### config.mk
export PLATFORM = sky130hd
export DESIGN_NAME = hdi_fifo
export DESIGN_NICKNAME = d
export VERILOG_FILES = /design/src/sv/hdi_pkg.sv /design/src/sv/hdi_fifo.sv
export SDC_FILE = /design/constraint.sdc
export NUM_CORES = 1
export LEC_CHECK = 0
export BUFFER_PORTS_ARGS = -buffer_cell sky130_fd_sc_hd__buf_2
export CAP_MARGIN = 0
export CELL_PAD_IN_SITES_DETAIL_PLACEMENT = 0
export CELL_PAD_IN_SITES_GLOBAL_PLACEMENT = 1
export CORE_MARGIN = 2
export CORE_UTILIZATION = 40
export CTS_CLUSTER_DIAMETER = 200
export DETAILED_ROUTE_END_ITERATION = 8
export PLACE_DENSITY = 0.73
export SYNTH_ARGS = -nofsm -noshare
export SYNTH_HDL_FRONTEND = slang
export SYNTH_SLANG_ARGS = --single-unit
### constraint.sdc
create_clock -name clk_i -period 1.8 [get_ports clk_i]
set_clock_uncertainty 0.2 [all_clocks]
set_input_delay 0.54 -clock clk_i [delete_from_list [all_inputs] [get_ports clk_i]]
set_output_delay 0.54 -clock clk_i [all_outputs]
set_load 0.005 [all_outputs]
### src/sv/hdi_pkg.sv
// ----------------------------------------------------------------------------
// hdi_pkg: shared types and constants
// Widths, words passed between the front and back halves, and the saturation
// helpers of the HSI derivative invariants block.
// ----------------------------------------------------------------------------
package hdi_pkg;

  // square root operand and result widths
  localparam int SQW = 36;
  localparam int SRW = 18;
  // numerator widths (cross term, radial term, rounded magnitude)
  localparam int NHW = 36;
  localparam int NSW = 37;
  localparam int NUMW = 38;
  // quotient bits kept before clamping
  localparam int QW = 24;
  // queue depth between the halves and at the result side
  localparam int QDEPTH = 2;

  localparam logic [23:0] OUT_MAX = 24'h7fffff;
  localparam logic [23:0] OUT_MIN = 24'h800000;
  localparam logic [16:0] LEVEL_MAX = 17'h1ffff;

  // one input word
  typedef struct packed {
    logic [15:0]        red_smooth;
    logic [15:0]        green_smooth;
    logic [15:0]        blue_smooth;
    logic signed [15:0] red_grad_x;
    logic signed [15:0] red_grad_y;
    logic signed [15:0] green_grad_x;
    logic signed [15:0] green_grad_y;
    logic signed [15:0] blue_grad_x;
    logic signed [15:0] blue_grad_y;
  } pix_t;

  // word handed from the front half to the back half
  typedef struct packed {
    logic signed [NHW-1:0] nh_x;
    logic signed [NHW-1:0] nh_y;
    logic signed [NSW-1:0] ns_x;
    logic signed [NSW-1:0] ns_y;
    logic                  zero;
    logic                  vneg_x;
    logic                  vneg_y;
    logic [SRW-1:0]        s1;
    logic [SRW-1:0]        s3;
    logic [SRW-1:0]        lt;
    logic [SRW-1:0]        it_x;
    logic [SRW-1:0]        it_y;
  } mid_t;

  // one result word
  typedef struct packed {
    logic signed [23:0] hue_deriv_x;
    logic signed [23:0] hue_deriv_y;
    logic signed [23:0] sat_deriv_x;
    logic signed [23:0] sat_deriv_y;
    logic signed [23:0] inten_deriv_x;
    logic signed [23:0] inten_deriv_y;
    logic [16:0]        sat_level;
  } res_t;

  // magnitude of a signed numerator
  function automatic logic [NUMW-1:0] mag_num(input logic signed [NUMW-1:0] v);
    logic signed [NUMW-1:0] n;
    begin
      n = -v;
      return (v < 0) ? NUMW'(n) : NUMW'(v);
    end
  endfunction

  // signed quotient with clamping, forced to zero on zero saturation
  function automatic logic [23:0] sat_quot(input logic zero, input logic ovf,
                                           input logic neg, input logic [QW-1:0] q);
    begin
      if (zero) return '0;
      if (!neg) return (ovf || q[QW-1]) ? OUT_MAX : q;
      if (ovf || q > OUT_MIN) return OUT_MIN;
      return 24'(-q);
    end
  endfunction

  // rounded half of a root, with sign applied
  function automatic logic [23:0] round_signed(input logic neg, input logic [SRW-1:0] t);
    logic [SRW-1:0] m;
    begin
      m = (t + SRW'(1)) >> 1;
      return neg ? 24'(-24'(m)) : 24'(m);
    end
  endfunction

endpackage

### src/sv/hdi_fifo.sv
// ----------------------------------------------------------------------------
// hdi_fifo: two-entry word queue
// Small register queue that lets the writing and reading sides stall apart.
// ----------------------------------------------------------------------------
module hdi_fifo #(
  parameter int WIDTH = 8
) (
  input  logic             clk_i,
  input  logic             rst_ni,
  input  logic             push_i,
  input  logic [WIDTH-1:0] wdata_i,
  input  logic             pop_i,
  output logic [WIDTH-1:0] rdata_o,
  output logic             full_o,
  output logic             empty_o
);

  logic [WIDTH-1:0] mem_q [hdi_pkg::QDEPTH];
  logic             wr_q, wr_d, rd_q, rd_d;
  logic [1:0]       cnt_q, cnt_d;
  logic             do_push, do_pop;

  assign do_push = push_i && !full_o;
  assign do_pop  = pop_i && !empty_o;
  assign full_o  = (cnt_q == 2'(hdi_pkg::QDEPTH));
  assign empty_o = (cnt_q == 2'd0);
  assign rdata_o = mem_q[rd_q];

  // pointer and fill count
  always_comb begin
    wr_d  = do_push ? !wr_q : wr_q;
    rd_d  = do_pop ? !rd_q : rd_q;
    cnt_d = cnt_q + 2'(do_push) - 2'(do_pop);
  end

  always_ff @(posedge clk_i or negedge rst_ni) begin
    if (!rst_ni) begin
      wr_q  <= 1'b0;
      rd_q  <= 1'b0;
      cnt_q <= 2'd0;
    end else begin
      wr_q  <= wr_d;
      rd_q  <= rd_d;
      cnt_q <= cnt_d;
    end
  end

  // storage
  always_ff @(posedge clk_i) begin
    if (do_push) begin
      mem_q[wr_q] <= wdata_i;
    end
  end

endmodule

==> metrics.txt, run 1 <==
Worst Tran Pin Value 0.3819 ns; I/O pin cnt 22; routed wire length 1142 microns; initial antenna violation count 0; gr usage total 10.99%; # rows 15; Port Buffers 21; violated checks setup timing; commonest non-fill, non-tap cell in the layout buf_2; CTS Buf Count 3; final hold vios 0; kind of critical path flop to primary output; Synth Register Bits 20; first-pass GRT wire length 1600 microns; FMAX 501.2 MHz; Slew HR 74.54%; RD Place Congestion 0.6150; net count after synthesis 57; mapped cell area 775.7 sq um; Ys Warns 0; CP startpoint kind flop; maximum VDD drop 0.0008232 V; Root Buffer clkbuf_4; critical path required time 1.06 ns; largest net degree at the start of global routing 12; core box area 0.001783 sq mm; drt initial violations 5; Post-DP HPWL 782.6 microns; sequential area share after synthesis 74.84%; # setup viols final 8; post-layout util 57.54%; WP data arrival 1.26 ns; Nets 92; Syn Inst Count 43; Final Worst Setup Slack -0.1951 ns; share of layout cells above drive strength 1 61.04%; grt total ovfl 0; Reg clk slew, reported paths 0.10 ns; Setup WS pre-CTS -0.06302 ns; Via Count 448; max-slew violations 0; Hold Path Class primary input to flop; Hold Slack 0.2352 ns; Antenna diodes 0; unrepaired setup endpoints after global routing yes; most frequent cells in the layout 21 x buf_2, 16 x edfxtp_1, 9 x buf_4; placed instance area 929.6 sq um; Synth top area share 61.94%; Netlist cell types 13; Max-Cap Viols 0; syn_area_per_cell 18.04 sq um; Die X 48.04 microns; placed cell count 91; outcome finished with violations; Residual DRC 0; clk_lat worst skew 0.28 ns; Area contributors post-synth edfxtp_1 62%, dfrtp_1 13%, mux2_2 12%; CTS Buffer Depth 2; fin cells 102; final period demand of the worst path 1.995 ns; Via-to-Cell Ratio 4.392; Routed WL per cell 11.20 microns; worst-path fanout max 4; Cell Pwr Density 1484 mW/mm^2; drt first pass iters 2; antenna viol nets, final 0; number of global-route vias before repair 417; die span in y 48.04 microns; Final Instance Area 0.001026 sq mm; Layout area overhead 32.26%; clock sinks 20; Fillers 153; final period utilization 110.8%; Synth area leader edfxtp_1; H-tree levels 1; Die Area 0.002308 sq mm; Leak 0.0004338 uW; Initial Util 43.51%; TritonCTS clock tree built; CP Capture Type primary output
routing by layer:
metal / share of wire, % / routed length [microns] / vias up / GRT usage [%]
met4: 0 / 0 / 0 / 4.865
met5: 0 / 0 / - / 0
met3: 5.2 / 59 / 0 / 3.396
met1: 41 / 466 / 211 / 11.25
li1: - / - / 223 / -
met2: 54 / 615 / 14 / 20.27
report_power, final:
part / leakage (uW) / total (uW) / switching [uW] / internal, uW
combinational: 0.000225 / 610 / 247 / 363
clock: 0.0000154 / 200 / 119 / 80.4
sequential: 0.000193 / 713 / 61.5 / 651
total: 0.000434 / 1520 / 428 / 1090
registers in the layout (all words and copies together) (netlist names):
signal / cells
cnt_q: 2
mem_q: 16
rd_q: 1
wr_q: 1
worst paths after layout:
kind,endpoint,slack (ns),start,cells past startpoint
min in group asynchronous,wr_q$_DFFE_PN0P_,0.38,rst_ni,2
max in group asynchronous,cnt_q[1]$_DFF_PN0_,0.88,rst_ni,2
min reg2reg,wr_q$_DFFE_PN0P_,0.30,wr_q$_DFFE_PN0P_,1
max,rdata_o[1],-0.20,rd_q$_DFFE_PN0P_,3
max reg2reg,cnt_q[1]$_DFF_PN0_,0.08,cnt_q[1]$_DFF_PN0_,7
min,mem_q[1][4]$_DFFE_PP_,0.24,wdata_i[4],1
cell usage after synthesis, drive strengths merged:
| library cell | count |
|---|---|
| and3 | 1 |
| buf | 1 |
| dfrtp | 4 |
| edfxtp | 16 |
| ha | 2 |
| inv | 2 |
| mux2 | 8 |
| nand2 | 1 |
| nand2b | 1 |
| nor2 | 2 |
| nor2b | 1 |
| xnor2 | 3 |
| xor2 | 1 |
worst max-delay path, cell delays in order, from the launching register on:
cell and delay (ns):
dfrtp_2 0.39, buf_4 0.14, mux2_2 0.32, buf_2 0.12
metrics by stage:
step | TNS (ns) | power [uW]
3_3_place_gp | -0.06183 | 1201
4_1_cts | -1.512 | 1490
6_report | -1.507 | 1522
5_1_grt | -1.861 | 1632
3_5_place_dp | -0.07964 | 1208
2_1_floorplan | 0 | 1020
what timing repair did:
item                       in CTS  in global routing
pin swaps                       0                  3
buffers inserted                4                  2
setup endpoints to repair       8                 11
resized for setup               2                  4
hold endpoints to repair        4                  0
hold buffers                    1                  0
logic make-up (layout without fill, tap and decap cells):
group	Yosys count	count (layout)	synth area share, %
and+or+nand+nor	6	6	4.195
buffers and inverters	3	37	1.613
muxes	8	8	11.61
xor gates and xnor gates	4	4	4.517
adders and majority gates	2	2	3.225
DFF	20	20	74.84
layout make-up:
type,count,area (sq um),area share (%)
clock buffer,3,22.52,2.195
clock inverter,1,3.754,0.3659
inverter,2,7.507,0.7317
multi-input combinational,20,195.2,19.02
sequential,20,583.1,56.83
tap,25,31.28,3.049
timing repair buffer,31,182.7,17.80
Power figures use the tool's default switching activity.
==> run 2: changes to the inputs <==
--- a/constraint.sdc
+++ b/constraint.sdc
@@ -3,3 +3,3 @@
 set_input_delay 0.54 -clock clk_i [delete_from_list [all_inputs] [get_ports clk_i]]
 set_output_delay 0.54 -clock clk_i [all_outputs]
-set_load 0.005 [all_outputs]
+set_load 0.02 [all_outputs]
==> metrics.txt, run 2 (synthesized netlist as in run 1, its figures left out) <==
I/O pin cnt 22 (unchanged); initial antenna violation count 0 (unchanged); clock sinks 20 (unchanged); Initial Util 43.51% (unchanged); worst-path fanout max 3 (-1); kind of critical path flop to primary output; first-pass GRT wire length 1828 microns (+14%); maximum VDD drop 0.001016 V (+23%); Antenna diodes 0 (unchanged); final hold vios 0 (unchanged); Max-Cap Viols 0 (unchanged); die span in y 48.04 microns (unchanged); Leak 0.0004658 uW (+7.4%); Final Worst Setup Slack -0.2224 ns (-0.02736 ns); final period utilization 112.4% (+1.5 points); CTS Buffer Depth 2 (unchanged); critical path's most frequent cell buf_6; violated checks setup timing; WP data arrival 1.28 ns (+0.02 ns); most frequent cells in the layout 16 x edfxtp_1, 12 x buf_6, 11 x buf_2; max-slew violations 0 (unchanged); Setup TNS -1.714 ns (-0.2074 ns); routed wire length 1264 microns (+11%); Cell Pwr Density 1677 mW/mm^2 (+13%); Reg with most FFs mem_q; antenna viol nets, final 0 (unchanged); TritonCTS clock tree built; Die Area 0.002308 sq mm (unchanged); Post-DP HPWL 852.2 microns (+8.9%); grt total ovfl 0 (unchanged); H-tree levels 1 (unchanged); CP startpoint kind flop; critical path cell sequence buf_6 > mux2_4 > buf_6; Nets 92 (unchanged); clk_lat worst skew 0.29 ns (about the same); Residual DRC 0 (unchanged); drt first pass iters 2 (unchanged); # setup viols final 9 (+1); reg2reg setup slack 0.11 ns (+0.03 ns); share of layout cells above drive strength 1 66.23% (+5.2 points); outcome finished with violations; max reg flops 16 (unchanged); Worst Tran Pin Value 0.3893 ns (+0.007399 ns); largest net degree at the start of global routing 12 (unchanged); final period demand of the worst path 2.022 ns (+0.02736 ns); CP max stage cell dfrtp_2; drt initial violations 2 (-3); max incr delay on CP 0.44 ns (+0.05 ns); Port Buffers 21 (unchanged); gr usage total 12.40% (+1.4 points); critical path required time 1.06 ns (about the same); Slew HR 74.05% (-0.49 points); number of global-route vias before repair 419 (+0.48%); CP Capture Type primary output; Reg clk slew, reported paths 0.10 ns (about the same); Hold Slack 0.2322 ns (-0.003039 ns); core box area 0.001783 sq mm (unchanged); CTS Buf Count 3 (unchanged); Hold Path Class primary input to flop; commonest non-fill, non-tap cell in the layout edfxtp_1; Top Registers mem_q (16), cnt_q (2); RD Place Congestion 0.6135 (-0.24%); # rows 15 (unchanged); Via-to-Cell Ratio 4.431 (+0.89%); Root Buffer clkbuf_4; Fillers 134 (-12%); Layout area overhead 45.97%; Die X 48.04 microns (unchanged); Via Count 452 (+0.89%); FMAX 494.5 MHz (-1.4%); Routed WL per cell 12.39 microns (+11%); unrepaired setup endpoints after global routing yes
-- run 2: cell types whose count changed in the layout (fill, tap and decap cells not counted), sizes merged --
cell,previous run,this run
clkbuf,3,4
clkinv,1,0
-- run 2: per-stage QoR --
stage	cell area (sq um)	utilization [%]	cells	power, uW	worst slack (ns)
floorplan	778.2	-	43	1150	0.01783
detailed placement	939.7	52.70	92	1363	-0.06071
CTS	1082	60.70	101	1820	-0.2232
global route	1132	63.51	102	2022	-0.2730
global placement	939.7	52.70	92	1344	-0.03893
finish	1132	63.51	102	1899	-0.2224
-- run 2: layer usage --
layer / track usage (%) / vias up / share of wire, %
met1: 13.69 / 215 / 40
met3: 4.151 / 0 / 5.5
li1: - / 223 / -
met2: 21.07 / 14 / 54
met4: 6.486 / 0 / 0
met5: 0 / - / 0
-- run 2: area by class of cell --
cell class	count	area [sq um]	area share, %
Tap cell	25	31.28	2.762
Inverter	2	7.507	0.6630
Timing Repair Buffer	31	252.7	22.32
Sequential cell	20	583.1	51.49
Multi-Input combinational cell	20	231.5	20.44
Clock buffer	4	26.28	2.320
-- run 2: timing repair --
action                     in CTS  in global routing
pin swaps                       0                  4
setup buffers                   4                  1
resized for setup              25                  9
hold endpoints to repair        4                  0
hold buffers                    1                  0
setup endpoints to repair       9                 11
-- run 2: critical path: cells and delay by family (launching register included) --
| family | cells | cell delay, ns |
|---|---|---|
| buffers and inverters | 2 | 0.26 |
| muxes | 1 | 0.30 |
| DFF | 1 | 0.44 |
-- run 2: where the power goes --
part	switching, uW	total (uW)	internal [uW]
sequential	77.6	729	652
clock	121	208	86.1
combinational	417	962	545
-- run 2: worst paths after layout --
kind | start | endpoint | cells past startpoint
min reg2reg | wr_q$_DFFE_PN0P_ | wr_q$_DFFE_PN0P_ | 1
max in group asynchronous | rst_ni | rd_q$_DFFE_PN0P_ | 2
max reg2reg | cnt_q[0]$_DFF_PN0_ | cnt_q[1]$_DFF_PN0_ | 7
min | wdata_i[2] | mem_q[1][2]$_DFFE_PP_ | 1
min in group asynchronous | rst_ni | wr_q$_DFFE_PN0P_ | 2
max | rd_q$_DFFE_PN0P_ | rdata_o[5] | 3
